`src/design/cmiou_pkg.sv`:
```
// ----------------------------------------------------------------------------
// cmiou_pkg
// Shared types, constants and helpers of the confusion matrix IoU accumulator.
// ----------------------------------------------------------------------------
package cmiou_pkg;

  localparam int CLASSES = 32;
  localparam int CLS_W   = 5;
  localparam int ADDR_W  = 2 * CLS_W;
  localparam int CNT_W   = 32;
  localparam int SUM_W   = CNT_W + CLS_W;
  localparam int DEN_W   = SUM_W + 1;
  localparam int RAT_W   = 16;
  localparam int CFG_W   = 6;
  localparam int STEP_W  = 5;

  localparam logic [CFG_W-1:0] CFG_RESET = 6'd32;

  localparam logic [1:0] KIND_ADD    = 2'd0;
  localparam logic [1:0] KIND_REPORT = 2'd1;
  localparam logic [1:0] KIND_CLEAR  = 2'd2;

  localparam logic [1:0] DSEL_GLOB = 2'd0;
  localparam logic [1:0] DSEL_REC  = 2'd1;
  localparam logic [1:0] DSEL_IOU  = 2'd2;

  typedef struct packed {
    logic [1:0]       kind;
    logic [CLS_W-1:0] target_class;
    logic [CLS_W-1:0] predicted_class;
  } in_t;

  typedef struct packed {
    logic [CLS_W-1:0] class_index;
    logic [CNT_W-1:0] correct_count;
    logic [RAT_W-1:0] class_recall;
    logic [RAT_W-1:0] class_iou;
    logic [RAT_W-1:0] global_accuracy;
    logic             ratio_undefined;
    logic             pair_dropped;
    logic             last_line;
  } out_t;

  typedef struct packed {
    logic              rd_en;
    logic              wr_en;
    logic              wr_zero;
    logic [ADDR_W-1:0] addr;
    logic              tot_clr;
    logic              tot_inc;
    logic              tot_diag;
    logic              acc_clr;
    logic              tag_row;
    logic              tag_col;
    logic              tag_diag;
    logic              div_start;
    logic              div_store;
    logic [1:0]        div_sel;
    logic              emit_line;
    logic              emit_drop;
    logic [CLS_W-1:0]  line_idx;
    logic              line_last;
  } dp_cmd_t;

  typedef struct packed {
    logic div_busy;
  } dp_sts_t;

  function automatic logic [CNT_W-1:0] sat_inc(input logic [CNT_W-1:0] v);
    sat_inc = (&v) ? v : v + 1'b1;
  endfunction

endpackage

```
`src/design/cmiou_ctrl.sv`:
```
// ----------------------------------------------------------------------------
// cmiou_ctrl
// Controller: item decode, clear sweep, update sequence and report walk.
// ----------------------------------------------------------------------------
module cmiou_ctrl (
  input  logic                          clk,
  input  logic                          rst_n,
  input  logic                          start,
  input  cmiou_pkg::in_t                in_item,
  input  logic                          cfg_we,
  input  logic [cmiou_pkg::CFG_W-1:0]   cfg_data,
  output logic                          busy,
  output cmiou_pkg::dp_cmd_t            cmd,
  input  cmiou_pkg::dp_sts_t            sts
);

  localparam logic [3:0] ST_CLR    = 4'd0;
  localparam logic [3:0] ST_IDLE   = 4'd1;
  localparam logic [3:0] ST_ADD_RD = 4'd2;
  localparam logic [3:0] ST_ADD_WR = 4'd3;
  localparam logic [3:0] ST_GDIV   = 4'd4;
  localparam logic [3:0] ST_GWAIT  = 4'd5;
  localparam logic [3:0] ST_CINIT  = 4'd6;
  localparam logic [3:0] ST_SCAN   = 4'd7;
  localparam logic [3:0] ST_DRAIN  = 4'd8;
  localparam logic [3:0] ST_RDIV   = 4'd9;
  localparam logic [3:0] ST_RWAIT  = 4'd10;
  localparam logic [3:0] ST_IDIV   = 4'd11;
  localparam logic [3:0] ST_IWAIT  = 4'd12;
  localparam logic [3:0] ST_EMIT   = 4'd13;

  logic [3:0]                        state_r, state_nxt;
  logic [cmiou_pkg::CFG_W-1:0]       cfg_r;
  logic [cmiou_pkg::ADDR_W-1:0]      clr_cnt_r, clr_cnt_nxt;
  logic [cmiou_pkg::CLS_W-1:0]       t_r, t_nxt, p_r, p_nxt;
  logic [cmiou_pkg::CLS_W-1:0]       c_r, c_nxt, k_r, k_nxt;
  logic                              ph_r, ph_nxt;
  logic [cmiou_pkg::CFG_W-1:0]       n_eff;
  logic [cmiou_pkg::CLS_W-1:0]       n_last;
  logic                              take, drop;

  always_comb begin
    if (cfg_r == '0) begin
      n_eff = cmiou_pkg::CFG_W'(1);
    end else if (cfg_r > cmiou_pkg::CFG_W'(cmiou_pkg::CLASSES)) begin
      n_eff = cmiou_pkg::CFG_W'(cmiou_pkg::CLASSES);
    end else begin
      n_eff = cfg_r;
    end
  end

  assign n_last = cmiou_pkg::CLS_W'(n_eff - 1'b1);
  assign busy   = state_r != ST_IDLE;
  assign take   = start && !busy;
  assign drop   = ({1'b0, in_item.target_class} >= n_eff)
               || ({1'b0, in_item.predicted_class} >= n_eff);

  always_comb begin
    state_nxt   = state_r;
    clr_cnt_nxt = clr_cnt_r;
    t_nxt       = t_r;
    p_nxt       = p_r;
    c_nxt       = c_r;
    k_nxt       = k_r;
    ph_nxt      = ph_r;
    cmd         = '0;
    cmd.div_sel = cmiou_pkg::DSEL_GLOB;
    cmd.line_idx = c_r;
    cmd.line_last = c_r == n_last;

    unique case (state_r)
      ST_CLR: begin
        cmd.wr_en   = 1'b1;
        cmd.wr_zero = 1'b1;
        cmd.addr    = clr_cnt_r;
        cmd.tot_clr = 1'b1;
        clr_cnt_nxt = clr_cnt_r + 1'b1;
        if (&clr_cnt_r) begin
          state_nxt = ST_IDLE;
        end
      end
      ST_IDLE: begin
        if (take) begin
          unique case (in_item.kind)
            cmiou_pkg::KIND_ADD: begin
              if (drop) begin
                cmd.emit_drop = 1'b1;
              end else begin
                t_nxt     = in_item.target_class;
                p_nxt     = in_item.predicted_class;
                state_nxt = ST_ADD_RD;
              end
            end
            cmiou_pkg::KIND_REPORT: begin
              c_nxt     = '0;
              state_nxt = ST_GDIV;
            end
            cmiou_pkg::KIND_CLEAR: begin
              clr_cnt_nxt = '0;
              state_nxt   = ST_CLR;
            end
            default: ;
          endcase
        end
      end
      ST_ADD_RD: begin
        cmd.rd_en = 1'b1;
        cmd.addr  = {t_r, p_r};
        state_nxt = ST_ADD_WR;
      end
      ST_ADD_WR: begin
        cmd.wr_en    = 1'b1;
        cmd.addr     = {t_r, p_r};
        cmd.tot_inc  = 1'b1;
        cmd.tot_diag = t_r == p_r;
        state_nxt    = ST_IDLE;
      end
      ST_GDIV: begin
        cmd.div_start = 1'b1;
        state_nxt     = ST_GWAIT;
      end
      ST_GWAIT: begin
        if (!sts.div_busy) begin
          cmd.div_store = 1'b1;
          state_nxt     = ST_CINIT;
        end
      end
      ST_CINIT: begin
        cmd.acc_clr = 1'b1;
        k_nxt       = '0;
        ph_nxt      = 1'b0;
        state_nxt   = ST_SCAN;
      end
      ST_SCAN: begin
        cmd.rd_en = 1'b1;
        if (!ph_r) begin
          cmd.addr     = {c_r, k_r};
          cmd.tag_row  = 1'b1;
          cmd.tag_diag = k_r == c_r;
        end else begin
          cmd.addr    = {k_r, c_r};
          cmd.tag_col = 1'b1;
        end
        ph_nxt = !ph_r;
        if (ph_r) begin
          k_nxt = k_r + 1'b1;
          if (k_r == n_last) begin
            state_nxt = ST_DRAIN;
          end
        end
      end
      ST_DRAIN: begin
        state_nxt = ST_RDIV;
      end
      ST_RDIV: begin
        cmd.div_sel   = cmiou_pkg::DSEL_REC;
        cmd.div_start = 1'b1;
        state_nxt     = ST_RWAIT;
      end
      ST_RWAIT: begin
        cmd.div_sel = cmiou_pkg::DSEL_REC;
        if (!sts.div_busy) begin
          cmd.div_store = 1'b1;
          state_nxt     = ST_IDIV;
        end
      end
      ST_IDIV: begin
        cmd.div_sel   = cmiou_pkg::DSEL_IOU;
        cmd.div_start = 1'b1;
        state_nxt     = ST_IWAIT;
      end
      ST_IWAIT: begin
        cmd.div_sel = cmiou_pkg::DSEL_IOU;
        if (!sts.div_busy) begin
          cmd.div_store = 1'b1;
          state_nxt     = ST_EMIT;
        end
      end
      ST_EMIT: begin
        cmd.emit_line = 1'b1;
        if (c_r == n_last) begin
          state_nxt = ST_IDLE;
        end else begin
          c_nxt     = c_r + 1'b1;
          state_nxt = ST_CINIT;
        end
      end
      default: begin
        state_nxt = ST_IDLE;
      end
    endcase
  end

  always_ff @(posedge clk) begin
    if (!rst_n) begin
      state_r   <= ST_CLR;
      clr_cnt_r <= '0;
      cfg_r     <= cmiou_pkg::CFG_RESET;
    end else begin
      state_r   <= state_nxt;
      clr_cnt_r <= clr_cnt_nxt;
      if (cfg_we) begin
        cfg_r <= cfg_data;
      end
    end
  end

  always_ff @(posedge clk) begin
    t_r  <= t_nxt;
    p_r  <= p_nxt;
    c_r  <= c_nxt;
    k_r  <= k_nxt;
    ph_r <= ph_nxt;
  end

endmodule

```
`config.mk`:
```
export PLATFORM = sky130hd
export DESIGN_NAME = cmiou_ctrl
export DESIGN_NICKNAME = d
export VERILOG_FILES = /design/src/design/cmiou_pkg.sv /design/src/design/cmiou_ctrl.sv
export SDC_FILE = /design/constraint.sdc
export NUM_CORES = 1
export LEC_CHECK = 0
export BUFFER_PORTS_ARGS = -buffer_cell sky130_fd_sc_hd__buf_2
export CORE_ASPECT_RATIO = 1.25
export CORE_MARGIN = 2
export CORE_UTILIZATION = 43
export DETAILED_ROUTE_END_ITERATION = 12
export GPL_ROUTABILITY_DRIVEN = 0
export PLACE_DENSITY_LB_ADDON = 0.15
export SLEW_MARGIN = 20
export SYNTH_ARGS = -nofsm -noshare
export SYNTH_HDL_FRONTEND = slang
export SYNTH_SLANG_ARGS = --single-unit
```
`constraint.sdc`:
```
create_clock -name clk -period 2.6 [get_ports clk]
set_clock_uncertainty 0.05 [all_clocks]
set_input_delay 0.26 -clock clk [delete_from_list [all_inputs] [get_ports clk]]
set_output_delay 0.26 -clock clk [all_outputs]
set_load 0.01 [all_outputs]
```
# Word-level counts from Yosys, hierarchy flattened
# Cells that the tools add are included.
totals:
  regBits: 41
  out_inout_bits: 33
  wordCells: 114
classes:
  n_addsub: 4
  order_cmp: 3
  n_eq_ne: 32
  mux: 43
  n_bitwise: 1
  reduce_logical: 23
ops:
  columns: ["op", "n"]
  rows:
  - ["$pmux 4 s13", 1]
  - ["$mux 4", 8]
  - ["$mux 10", 3]
  - ["$pmux 10 s3", 1]
  - ["$eq 4x4->1 const B", 6]
  - ["$eq 5x5->1", 4]
  - ["$mux 5", 4]
  - ["$pmux 10 s2", 1]
  - ["$pmux 5 s2", 2]
  - ["$eq 4x3->1 const B", 4]
  - ["$ne 2x2->1 const B", 8]
  - ["$mux 1", 15]
  - ["$ge 5x6->1", 2]
  - ["$mux 6", 2]
  - ["$pmux 4 s3", 1]
  - ["$add 10x1->10 const B", 1]
  - ["$add 5x1->5 const B", 2]
  - ["$reduce_and 10->1", 1]
  - ["$reduce_or 2->1", 5]
  - ["$reduce_and 9->1", 1]
  - ["$eq 4x2->1 const B", 2]
  - ["$ne 4x1->1 const B", 2]
  - ["$reduce_and 4->1", 2]
  - ["$gt 6x6->1 const B", 1]
  - ["21 further kinds", 27]

# Depth between registers and ports, before layout
# Gate-level depths: netlist of run 1.
depth:
  ltp_word: 9
  ltp_mapped: 11
  ltp_nobuf: 11

# Least setup slack after synthesis of run 1
# No wires, ideal clock.
synth_path:
  kind: "reg2reg"
  from: "register cfg_r[2] (netlist name)"
  to: "register p_r[0] (netlist name), enable pin"
  arrival_time_ns: 2.385
  t_required_ns: 2.174
  path_slack_ns: -0.211
  path_stages_with_launch: 10
  path_buffers: 0
  period_less_slack_ns: 2.811
  path_cell_list: "dfxtp_1 -> nor4_4 -> o21ai_2 -> inv_1 -> ha_1 -> nand2b_1 -> a2111oi_0 -> o32ai_1 -> a41o_1 -> nor2_1"
synth_between:
  elab_chain_cells: 7
synth_rtl:
  columns: ["element", "line_no", "rtl"]
  rows:
  - ["start: declaration", "cmiou_ctrl.sv:33", "logic [cmiou_pkg::CFG_W-1:0] cfg_r;"]
  - ["start signal: assignment", "cmiou_ctrl.sv:198", "cfg_r <= cmiou_pkg::CFG_RESET;"]
  - ["start signal: assignment", "cmiou_ctrl.sv:203", "cfg_r <= cfg_data;"]
  - ["$gt 6x6->1", "cmiou_ctrl.sv:45", "end else if (cfg_r > cmiou_pkg::CFG_W'(cmiou_pkg::CLASSES)) begin"]
  - ["$mux 6", "cmiou_ctrl.sv:45", null]
  - ["$mux 6 *", "cmiou_ctrl.sv:43", "if (cfg_r == '0) begin"]
  - ["$ge 5x6->1 (on tied branches)", "cmiou_ctrl.sv:55, cmiou_ctrl.sv:56", null]
  - ["$logic_or 1x1->1 *", "cmiou_ctrl.sv:56", "|| ({1'b0, in_item.predicted_class} >= n_eff);"]
  - ["$not 1->1 (no line) *", null, null]
  - ["$reduce_and 4->1 (no line) *", null, null]
  - ["end signal: assignment", "cmiou_ctrl.sv:210", "p_r <= p_nxt;"]
  - ["end: declaration", "cmiou_ctrl.sv:35", "logic [cmiou_pkg::CLS_W-1:0] t_r, t_nxt, p_r, p_nxt;"]
# Every way passes the cells marked *; elsewhere a longest branch is shown, timed or not.
# A chain may end at the register's enable or synchronous reset.

==> results of run 1 <==
-- report_power, final --
| group | internal (mW) | leakage, nW | switching, mW |
|---|---|---|---|
| sequential | 0.749 | 0.354 | 0.117 |
| clock | 0.211 | 0.0486 | 0.220 |
| combinational | 0.586 | 1.08 | 0.727 |
| total | 1.55 | 1.48 | 1.06 |
-- what timing repair did --
action	CTS	global route
pin swaps	10	8
endpoints found under the setup margin	20	23
gates resized for setup	10	8
hold endpoints to repair	0	0
cloned	0	1
setup buffers	4	0
-- synth_stat cells, types with 5 or more instances --
library cell,instances
sky130_fd_sc_hd__a221o_1,11
sky130_fd_sc_hd__nor2_1,36
sky130_fd_sc_hd__buf_2,7
sky130_fd_sc_hd__xnor2_1,16
sky130_fd_sc_hd__inv_1,6
sky130_fd_sc_hd__nor2b_1,10
sky130_fd_sc_hd__dfxtp_1,20
sky130_fd_sc_hd__edfxtp_1,21
sky130_fd_sc_hd__nor3_1,5
sky130_fd_sc_hd__xor2_1,19
sky130_fd_sc_hd__o21ai_0,9
sky130_fd_sc_hd__ha_1,17
sky130_fd_sc_hd__a21oi_1,5
sky130_fd_sc_hd__mux2i_1,15
sky130_fd_sc_hd__nand3_1,11
sky130_fd_sc_hd__clkbuf_1,9
sky130_fd_sc_hd__nand2_1,21
sky130_fd_sc_hd__nand2b_1,9
-- cell families (layout without fill, tap and decap cells) --
logic type,count (synthesis),in the layout,synth area share [%]
simple gates,117,118,21.02
compound gates,53,53,14.85
mux,15,15,5.076
flops,41,41,34.86
buf+inv,34,98,6.091
fa+ha+maj,17,17,7.191
xor+xnor,36,36,10.91
-- metal layers --
layer,track usage [%],up-vias,wire (µm)
li1,-,1239,-
met1,26.69,1226,3388
met2,34.35,70,3767
met3,3.078,10,328
met4,5.128,0,110
met5,0,-,0
-- layout make-up --
cell class	count	share of cell area (%)
Clock buffer	6	2.309
Clock inverter	2	0.2449
Inverter	10	1.050
Multi-Input combinational cell	239	51.15
Sequential cell	41	28.97
Tap cell	87	3.044
Timing Repair Buffer	80	13.23
-- flip-flops by register name, indices dropped and copies added, names as in the netlist --
| register | cells |
|---|---|
| clr_cnt_r | 10 |
| cfg_r | 6 |
| c_r | 5 |
| k_r | 5 |
| p_r | 5 |
| t_r | 5 |
| state_r | 4 |
| ph_r | 1 |
-- through the flow --
stage	area, µm²	cells	hold WS [ns]
final	3576	465	0.1134
after global routing	3576	465	0.1132
after global placement	3371	452	0.4183
after detailed placement	3371	452	0.4149
after floorplan	2965	313	0.3089
after CTS	3536	464	0.1062
-- worst paths after layout --
check                     from           end  depth (start not counted)  slack [ns]
setup reg to reg      cfg_r[1]    state_r[2]                         12        0.03
hold reg to reg   clr_cnt_r[8]  clr_cnt_r[8]                          2        0.48
hold / removal      in_item[9]        t_r[4]                          1        0.11
setup / recovery      cfg_r[1]        cmd[6]                         10       -0.04
-- layout by cell type, fill, tap and decap left out, drive strengths merged, types with 4 or more instances in the layout --
master,Yosys,final
a221o,12,12
nor2b,10,10
edfxtp,21,21
nand2b,10,10
nor3,7,7
clkbuf,12,6
ha,17,17
mux2i,15,15
o21ai,10,10
nand4,4,4
nor2,36,37
a31oi,5,5
a21oi,6,6
xor2,20,20
nor4,4,4
buf,12,80
xnor2,16,16
dfxtp,20,20
nand3,11,11
nand2,22,22
inv,10,10
-- critical path: stages, from the launching register on --
cell and delay (ns):
sky130_fd_sc_hd__dfxtp_2 0.34, sky130_fd_sc_hd__nor4_4 0.29, sky130_fd_sc_hd__o21ai_2 0.09, sky130_fd_sc_hd__inv_2 0.08, sky130_fd_sc_hd__ha_4 0.19, sky130_fd_sc_hd__nand2b_4 0.14, sky130_fd_sc_hd__a2111oi_4 0.28, sky130_fd_sc_hd__o32ai_1 0.11
sky130_fd_sc_hd__a41o_2 0.27, sky130_fd_sc_hd__nor2b_4 0.13, sky130_fd_sc_hd__buf_6 0.12
==> results.txt, run 1 <==
----------------------------------------------------
[Finish]
  Count of fill cells added during filler insertion ... 641
  Fraction of final layout cells sized beyond drive strength 1 ... 31.48%
  Antenna diode count ... 0
  Utilization after layout ... 54.13%
  Area growth from synthesis to final layout ... 20.90%
  Sequential Area ... 1036 µm²
  Final net count ... 417
  Multi-input combinational cell area ... 1829 µm²

[STA]
  Final number of hold-violating endpoints ... 0
  Final total negative setup slack ... -0.05872 ns
  Total setup violations reported at the end of the flow ... 2
  Max Slew Vio Count ... 0
  Maximum achievable frequency ... 378.5 MHz
  Unrepaired setup endpoints after global routing ... yes
  Final period demand of the worst path ... 2.642 ns
  Remaining max-slew budget at the tightest pin ... 57.27%
  Final Cycle Share ... 101.6%
  Final critical-path setup slack ... -0.04224 ns
  Measured slew at the worst slew-check pin ... 0.6409 ns

[Die]
  Initial Util ... 44.77%
  Vert. Die Dim ... 96.73 µm
  Top Ports ... 56
  Std cell rows ... 33
  Die outline width ... 78.18 µm
  Floorplan core area ... 6606 µm²
  Overall die area ... 7562 µm²

[GRT]
  Pin count of the biggest net entering global routing ... 18
  Global-route wire length before repair ... 12230 µm
  Remaining Overflow, GRT ... 0
  Via count of the first global-routing pass ... 2397
  Initial antenna violation count ... 0
  Global-route usage over all layers ... 20.18%

[Clocking]
  Clk buf depth ... 2
  Clock input transition at the sequential cells of the worst setup and hold paths ... 0.08 ns
  TritonCTS buffer count ... 5
  Later-pin clock latency in the skew report ... 0.29 ns
  Root cell of the clock tree ... sky130_fd_sc_hd__clkbuf_8
  Number of H-tree levels ... 2
  TritonCTS clock tree ... done
  Number of hold-repair buffers added at the cts stage ... 0
  Clock tree sinks ... 41

[Place]
  Post-place setup slack ... -0.06428 ns
  Estimated wirelength of the detail-placed design ... 5851 µm
  Number of buffers inserted by port buffering ... 55

[Logic synthesis]
  Avg Synthesized Cell Area ... 9.450 µm²
  Net count after synthesis ... 353
  Total of warnings raised by yosys ... 0
  Share of synthesized registers carrying an async set or reset ... 0%
  Number of storage elements in the synthesis netlist ... 41
  Sequential element share of the synthesized area ... 34.86%
  Syn Std Cell Area ... 2958 µm²
  Synth area leader ... sky130_fd_sc_hd__edfxtp_1
  Post-synth EDFFs ... 21
  Most used DFF post-synth ... sky130_fd_sc_hd__edfxtp_1
  Post-synthesis instance total ... 313
  Netlist cell types ... 55
  Area share of the largest cell type after synthesis ... 21.32%
  Cell types occupying the most area after synthesis ... sky130_fd_sc_hd__edfxtp_1 21%, sky130_fd_sc_hd__dfxtp_1 14%, sky130_fd_sc_hd__ha_1 7.2%

[Power]
  Peak supply drop ... 0.0002945 V
  Ratio of total power to cell area ... 729.8 nW/µm²
  Post-route total power ... 2.610 mW
  Static Leakage ... 1.482 nW

[Critical path]
  Type of element capturing the critical path ... output port
  Kind of launch point of the worst setup path ... flip-flop
  Critical path peak fanout ... 2
  Crit Path Class ... flip-flop to output port
  Critical Path RT ... 2.29 ns
  Worst path arrival time ... 2.33 ns

[Run status]
  Violated checks ... negative setup slack
  Result of the run ... finished with violations

[Drt]
  Routed len/inst ... 16.33 µm
  Number of nets with antenna violations after detailed routing ... 0
  Via/cell ratio ... 5.473
  Total wire length after detailed routing ... 7595 µm
  Via count ... 2545
  Length of the first detailed-routing pass in iterations ... 4
  First-iteration detailed-routing DRC count ... 102
  Total DRC errors in the routed layout ... 0

[Job]
  Max-capacitance violation count ... 0

[Min path]
  Hold Path Class ... input port to flip-flop

----------------------------------------------------
No activity file was read; power rests on OpenSTA's default activity.
==> run 2: changes to the inputs <==
CTS_BUF_LIST = sky130_fd_sc_hd__clkbuf_4   (was not set)
HOLD_SLACK_MARGIN = 0.15   (was not set)
==> run 2 against run 1 <==
The flow still finishes with violations (negative setup slack). Die area did not move. Design area increased by 4.8%. Sequential share of layout area fell by 1.3 points. Fmax fell by 2.5%. Critical path type unchanged. Via count is 1.3% higher. Total power is 3.8% lower. Critical endpoint unchanged. Flip-flop and latch count unchanged. Clock-buffer cell count is 1 lower. Final cell count up 3.4%. Global-route usage rose by 0.61 points. Register-to-register slack about the same.
==> results.txt, run 2 (synthesis gave the netlist of run 1 again) <==
----------------------------------------------------
[Critical path]
  Crit Reg-Reg Startpoint ... cfg_r[1] (unchanged)
  Setup slack of the most critical reg-to-reg path ... 0.03 ns (about the same)
  Timing endpoint of the critical path ... cmd[6] (unchanged)
  CP peak stage delay ... 0.36 ns (was 0.34 ns)
  Cell-by-cell listing of the critical path ... nor4_4 > o21ai_2 > inv_2 > ha_4 > nand2b_4 > a2111oi_4 > o32ai_1 > a41o_2 > nor2b_4 > buf_6 (unchanged)
  Type of element capturing the critical path ... output port (unchanged)
  Critical path peak fanout ... 2 (unchanged)
  CP top delay family ... compound AO/OA/AOI/OAI gates (unchanged)
  R2r endpoint ... state_r[2] (unchanged)
  FF-to-FF path depth ... 12 (unchanged)
  Worst path arrival time ... 2.40 ns (was 2.33 ns)
  Cell at the slowest stage of the critical path ... sky130_fd_sc_hd__dfxtp_2 (unchanged)
  Kind of launch point of the worst setup path ... flip-flop (unchanged)
  Total buffers and inverters traversed by the critical path ... 2 (unchanged)
  Critical Path RT ... 2.29 ns (about the same)
  Crit Path Class ... flip-flop to output port (unchanged)
  Origin of the worst setup path ... cfg_r[1] (unchanged)
  Stages on the worst setup path ... 10 (unchanged)

[Die]
  Std cell rows ... 33 (unchanged)
  Overall die area ... 7562 µm² (unchanged)
  Vert. Die Dim ... 96.73 µm (unchanged)
  Top Ports ... 56 (unchanged)
  Die outline width ... 78.18 µm (unchanged)
  Floorplan core area ... 6606 µm² (unchanged)
  Initial Util ... 44.77% (unchanged)

[STA]
  Min Hold Slack ... 0.1966 ns (was 0.1134 ns)
  Max Slew Vio Count ... 0 (unchanged)
  Final number of hold-violating endpoints ... 0 (unchanged)
  Unrepaired setup endpoints after global routing ... yes (unchanged)
  Final critical-path setup slack ... -0.1102 ns (was -0.04224 ns)
  Remaining max-slew budget at the tightest pin ... 59.18% (was 57.27%)
  Maximum achievable frequency ... 369.0 MHz (was 378.5 MHz)
  Final period demand of the worst path ... 2.710 ns (was 2.642 ns)
  Measured slew at the worst slew-check pin ... 0.6123 ns (was 0.6409 ns)
  Total setup violations reported at the end of the flow ... 2 (unchanged)
  Final Cycle Share ... 104.2% (was 101.6%)

[Clocking]
  Clock tree sinks ... 41 (unchanged)
  Clk buf depth ... 2 (unchanged)
  Clock input transition at the sequential cells of the worst setup and hold paths ... 0.13 ns (was 0.08 ns)
  TritonCTS buffer count ... 5 (unchanged)
  Root cell of the clock tree ... sky130_fd_sc_hd__clkbuf_4 (was sky130_fd_sc_hd__clkbuf_8)
  Number of H-tree levels ... 2 (unchanged)
  TritonCTS clock tree ... done (unchanged)
  Later-pin clock latency in the skew report ... 0.35 ns (was 0.29 ns)

[Place]
  Placement-stage cell area ... 3371 µm² (unchanged)
  Estimated wirelength of the detail-placed design ... 5851 µm (unchanged)
  Number of buffers inserted by port buffering ... 55 (unchanged)

[Run status]
  Violated checks ... negative setup slack (unchanged)
  Result of the run ... finished with violations (unchanged)

[Power]
  Peak supply drop ... 0.0002954 V (was 0.0002945 V)
  Static Leakage ... 1.541 nW (was 1.482 nW)
  Ratio of total power to cell area ... 670.5 nW/µm² (was 729.8 nW/µm²)

[Finish]
  Commonest non-fill, non-tap cell in the layout ... sky130_fd_sc_hd__buf_2 (unchanged)
  Utilization after layout ... 56.70% (was 54.13%)
  Register with the most flip-flops ... clr_cnt_r (unchanged)
  Antenna diode count ... 0 (unchanged)
  Finished layout cell area ... 3746 µm² (was 3576 µm²)
  Count of fill cells added during filler insertion ... 623 (was 641)
  Fraction of final layout cells sized beyond drive strength 1 ... 30.96% (was 31.48%)
  Final net count ... 433 (was 417)
  Commonest cells after routing, fill and taps aside ... 53 x sky130_fd_sc_hd__buf_2, 35 x sky130_fd_sc_hd__nor2_1, 23 x sky130_fd_sc_hd__buf_4 (was 54 x sky130_fd_sc_hd__buf_2, 35 x sky130_fd_sc_hd__nor2_1, 24 x sky130_fd_sc_hd__buf_4)
  Number of flip-flops in the largest register ... 10 (unchanged)
  Biggest regs ... clr_cnt_r x10, cfg_r x6 (unchanged)
  Area growth from synthesis to final layout ... 26.65% (was 20.90%)

[GRT]
  Remaining Overflow, GRT ... 0 (unchanged)
  Global-route usage over all layers ... 20.79% (was 20.18%)
  Global-route wire length before repair ... 12540 µm (was 12230 µm)
  Via count of the first global-routing pass ... 2471 (was 2397)
  Pin count of the biggest net entering global routing ... 18 (unchanged)
  Initial antenna violation count ... 0 (unchanged)

[Job]
  Max-capacitance violation count ... 0 (unchanged)

[Drt]
  Length of the first detailed-routing pass in iterations ... 4 (unchanged)
  Via count ... 2579 (was 2545)
  Total wire length after detailed routing ... 7706 µm (was 7595 µm)
  Number of nets with antenna violations after detailed routing ... 0 (unchanged)
  Via/cell ratio ... 5.362 (was 5.473)
  First-iteration detailed-routing DRC count ... 97 (was 102)
  Routed len/inst ... 16.02 µm (was 16.33 µm)
  Total DRC errors in the routed layout ... 0 (unchanged)

[Min path]
  Hold Path Class ... input port to flip-flop (unchanged)

----------------------------------------------------
==> run 2: worst reg2reg max path, delay by kind of cell (launching register included) <==
family | cells | cell delay [ns]
AO/OA/AOI/OAI | 7 | 1.20
AND/OR/NAND/NOR | 2 | 0.43
flip-flops | 1 | 0.36
buffers and inverters | 2 | 0.21
adder cells (fa/ha/maj) | 1 | 0.19
==> run 2: metal layers <==
layer	track usage, %	part of all wire [%]	vias to the layer above
li1	-	-	1270
met4	5.668	1.6	0
met3	3.358	5.1	11
met5	0	0	-
met2	35.74	50	70
met1	26.89	44	1228
==> run 2: cell type report <==
class / count / area, µm² / share of cell area, %
timing repair buffer: 97 / 663.1 / 17.70
inverter: 10 / 37.54 / 1.002
multi-input combinational: 238 / 1851 / 49.40
clock inverter: 3 / 12.51 / 0.3340
clock buffer: 5 / 37.54 / 1.002
tap: 87 / 108.9 / 2.906
sequential: 41 / 1036 / 27.66
==> run 2: per-stage QoR <==
step / total power [mW] / instances / setup TNS [ns] / worst slack, ns
floorplan: 1.769 / 313 / 0 / 0.05775
global placement: 2.141 / 452 / -0.002917 / -0.0004450
detailed placement: 2.157 / 452 / -0.6733 / -0.06428
CTS: 2.505 / 481 / -0.3471 / -0.1748
global route: 2.680 / 481 / -0.5000 / -0.1947
finish: 2.512 / 481 / -0.1572 / -0.1102
==> run 2: worst min path at each step <==
stage / cells past startpoint / to / slack [ns] / startpoint
2_1_floorplan: 0 / p_r[0] / 0.31 / in_item[0]
3_3_place_gp: 1 / t_r[3] / 0.42 / in_item[8]
3_5_place_dp: 1 / t_r[2] / 0.41 / in_item[7]
4_1_cts: 2 / cfg_r[5] / 0.17 / rst_n
5_1_grt: 2 / cfg_r[5] / 0.19 / rst_n
6_report: 2 / cfg_r[5] / 0.20 / rst_n
==> run 2: where the power goes <==
part / switching [mW] / internal [mW]
combinational: 0.730 / 0.611
clock: 0.205 / 0.0981
sequential: 0.117 / 0.749
total: 1.05 / 1.46
==> run 2: timing repair <==
action                     CTS  global route
buffers inserted             5             1
hold buffers                16             0
hold endpoints to repair    16             0
resized for setup            9            17
setup endpoints to repair   20            24
pin swaps                   11             8
==> run 3: changes to the inputs <==
CORE_UTILIZATION = 52   (was 43)
==> run 3 against run 2 <==
The run still ends with negative setup slack left. Non-clock buffer count grew 3. Sequential power up 1%. Via count rose by 3.0%. Critical endpoint unchanged. Largest power group unchanged. Fmax decreased by 4.5%. Final cell count is 4.2% lower. Hold slack got worse by 0.020 ns.
==> results.txt, run 3 (synthesis gave the netlist of run 1 again) <==
----------------------------------------------------
[GRT]
  Remaining Overflow, GRT ... 0 (unchanged)
  Via count of the first global-routing pass ... 2471 (unchanged)
  Pin count of the biggest net entering global routing ... 16 (was 18)
  Global-route wire length before repair ... 11820 µm (was 12540 µm)
  Global-route usage over all layers ... 24.13% (was 20.79%)
  Initial antenna violation count ... 0 (unchanged)

[STA]
  Final critical-path setup slack ... -0.2386 ns (was -0.1102 ns)
  Min Hold Slack ... 0.1769 ns (was 0.1966 ns)
  Remaining max-slew budget at the tightest pin ... 59.79% (was 59.18%)
  Final period demand of the worst path ... 2.839 ns (was 2.710 ns)
  Final total negative setup slack ... -1.779 ns (was -0.1572 ns)
  Measured slew at the worst slew-check pin ... 0.6031 ns (was 0.6123 ns)
  Maximum achievable frequency ... 352.3 MHz (was 369.0 MHz)
  Unrepaired setup endpoints after global routing ... yes (unchanged)
  Max Slew Vio Count ... 0 (unchanged)
  Total setup violations reported at the end of the flow ... 16 (was 2)
  Final Cycle Share ... 109.2% (was 104.2%)
  Final number of hold-violating endpoints ... 0 (unchanged)

[Drt]
  Routed len/inst ... 16.41 µm (was 16.02 µm)
  Total DRC errors in the routed layout ... 0 (unchanged)
  Via/cell ratio ... 5.764 (was 5.362)
  Total wire length after detailed routing ... 7564 µm (was 7706 µm)
  Via count ... 2657 (was 2579)
  Number of nets with antenna violations after detailed routing ... 0 (unchanged)
  First-iteration detailed-routing DRC count ... 186 (was 97)
  Length of the first detailed-routing pass in iterations ... 6 (was 4)

[Critical path]
  Cell at the slowest stage of the critical path ... sky130_fd_sc_hd__dfxtp_2 (unchanged)
  Cell-by-cell listing of the critical path ... nor4_4 > o21ai_2 > inv_1 > ha_1 > nand2b_4 > a2111oi_4 > o32ai_2 > a41o_2 > nor2b_4 > buf_6 (was nor4_4 > o21ai_2 > inv_2 > ha_4 > nand2b_4 > a2111oi_4 > o32ai_1 > a41o_2 > nor2b_4 > buf_6)
  FF-to-FF path depth ... 12 (unchanged)
  Critical path peak fanout ... 2 (unchanged)
  Stages on the worst setup path ... 10 (unchanged)
  Critical Path RT ... 2.29 ns (about the same)
  Crit Path Class ... flip-flop to output port (unchanged)
  Kind of launch point of the worst setup path ... flip-flop (unchanged)
  Worst path arrival time ... 2.53 ns (was 2.40 ns)
  Total buffers and inverters traversed by the critical path ... 2 (unchanged)
  CP top delay family ... compound AO/OA/AOI/OAI gates (unchanged)
  Type of element capturing the critical path ... output port (unchanged)
  CP peak stage delay ... 0.36 ns (about the same)

[Place]
  Post-place setup slack ... -0.07703 ns (was -0.06428 ns)
  Estimated wirelength of the detail-placed design ... 5622 µm (was 5851 µm)
  Number of buffers inserted by port buffering ... 55 (unchanged)

[Power]
  Portion of total power attributed to the clock network ... 13.4% (was 12.1%)
  Share of power burned in combinational logic ... 51.8% (was 53.4%)
  Cell-internal power ... 1.471 mW (was 1.458 mW)
  Sequential fraction of design power ... 34.8% (was 34.5%)
  Sw Pwr ... 1.047 mW (was 1.053 mW)
  Post-route total power ... 2.518 mW (was 2.512 mW)
  Peak supply drop ... 0.0003584 V (was 0.0002954 V)
  Ratio of total power to cell area ... 675.3 nW/µm² (was 670.5 nW/µm²)
  Static Leakage ... 1.559 nW (was 1.541 nW)
  Sw Ratio ... 41.59% (was 41.93%)

[Die]
  Initial Util ... 54.34% (was 44.77%)
  Vert. Die Dim ... 88.32 µm (was 96.73 µm)
  Floorplan core area ... 5443 µm² (was 6606 µm²)
  Top Ports ... 56 (unchanged)
  Overall die area ... 6311 µm² (was 7562 µm²)
  Std cell rows ... 30 (was 33)
  Die outline width ... 71.46 µm (was 78.18 µm)

[Finish]
  Count of fill cells added during filler insertion ... 431 (was 623)
  Commonest cells after routing, fill and taps aside ... 53 x sky130_fd_sc_hd__buf_2, 35 x sky130_fd_sc_hd__nor2_1, 28 x sky130_fd_sc_hd__buf_4 (was 53 x sky130_fd_sc_hd__buf_2, 35 x sky130_fd_sc_hd__nor2_1, 23 x sky130_fd_sc_hd__buf_4)
  Commonest non-fill, non-tap cell in the layout ... sky130_fd_sc_hd__buf_2 (unchanged)
  Biggest regs ... clr_cnt_r x10, cfg_r x6 (unchanged)
  Final net count ... 436 (was 433)
  Fraction of final layout cells sized beyond drive strength 1 ... 31.74% (was 30.96%)
  Antenna diode count ... 0 (unchanged)
  Number of flip-flops in the largest register ... 10 (unchanged)
  Area growth from synthesis to final layout ... 26.06% (was 26.65%)
  Register with the most flip-flops ... clr_cnt_r (unchanged)

[Min path]
  Cell count of the worst hold path ... 2 (unchanged)
  Hold Path Class ... input port to flip-flop (unchanged)

[Clocking]
  Number of H-tree levels ... 2 (unchanged)
  TritonCTS clock tree ... done (unchanged)
  Clock input transition at the sequential cells of the worst setup and hold paths ... 0.12 ns (was 0.13 ns)
  Clock tree sinks ... 41 (unchanged)
  Root cell of the clock tree ... sky130_fd_sc_hd__clkbuf_4 (unchanged)
  TritonCTS buffer count ... 5 (unchanged)
  Later-pin clock latency in the skew report ... 0.36 ns (was 0.35 ns)
  Clk buf depth ... 2 (unchanged)

[Run status]
  Violated checks ... negative setup slack (unchanged)
  Result of the run ... finished with violations (unchanged)

[Job]
  Max-capacitance violation count ... 0 (unchanged)

----------------------------------------------------
run 3: cell types whose count changed in the layout (fill, tap and decap cells not counted), sizes merged:
cell / change
clkinv: -2
buf: +3
clkbuf: +2
run 3: path summary, 6_finish.rpt:
path | to | startpoint | slack, ns
worst max-delay path | cmd[6] | cfg_r[4] | -0.24
worst min-delay path | cfg_r[5] | rst_n | 0.18
worst max register to register | state_r[2] | cfg_r[4] | -0.12
worst min register to register | clr_cnt_r[8] | clr_cnt_r[8] | 0.47
run 3: through the flow:
| step | utilization, % | std cells | cell area (µm²) |
|---|---|---|---|
| finish | 68.51 | 461 | 3729 |
| global route | 68.51 | 461 | 3729 |
| CTS | 67.52 | 458 | 3675 |
| detailed placement | 61.40 | 429 | 3342 |
| global placement | 61.40 | 429 | 3342 |
| floorplan | - | 313 | 2965 |
run 3: worst reg2reg max path, cell delays in order (launching register included):
cell	delay (ns)
sky130_fd_sc_hd__dfxtp_2	0.36
sky130_fd_sc_hd__nor4_4	0.28
sky130_fd_sc_hd__o21ai_2	0.10
sky130_fd_sc_hd__inv_1	0.08
sky130_fd_sc_hd__ha_1	0.23
sky130_fd_sc_hd__nand2b_4	0.15
sky130_fd_sc_hd__a2111oi_4	0.33
sky130_fd_sc_hd__o32ai_2	0.12
sky130_fd_sc_hd__a41o_2	0.26
sky130_fd_sc_hd__buf_4	0.16
sky130_fd_sc_hd__a31oi_4	0.19
sky130_fd_sc_hd__o21a_2	0.19
sky130_fd_sc_hd__a31oi_1	0.09
run 3: timing repair:
| item | 4_1_cts | 5_1_grt |
|---|---|---|
| pin swaps | 11 | 5 |
| endpoints found under the setup margin | 17 | 19 |
| hold buffers | 16 | 0 |
| setup buffers | 5 | 3 |
| hold endpoints to repair | 16 | 0 |
| gates resized for setup | 15 | 8 |
run 3: layout make-up:
class | count | area, µm² | share of cell area (%)
multi-input combinational | 238 | 1848 | 49.56
sequential | 41 | 1037 | 27.82
timing repair buffer | 100 | 669.4 | 17.95
tap | 64 | 80.08 | 2.148
clock buffer | 7 | 52.55 | 1.409
inverter | 10 | 37.54 | 1.007
clock inverter | 1 | 3.754 | 0.1007
run 3: power by group through the flow:
stage	sequential, mW	clock [mW]	combinational (mW)
2_1_floorplan	0.808	0	0.961
3_3_place_gp	0.884	0	1.22
3_5_place_dp	0.883	0	1.24
4_1_cts	0.869	0.339	1.29
5_1_grt	0.890	0.360	1.43
6_report	0.876	0.337	1.30
run 3: layer usage:
metal	GRT usage [%]	vias to the layer above	wire length, µm
met5	0	-	0
met4	10.46	0	301
met3	4.442	27	464
met2	43.52	108	3796
met1	27.87	1240	3002
li1	-	1282	-
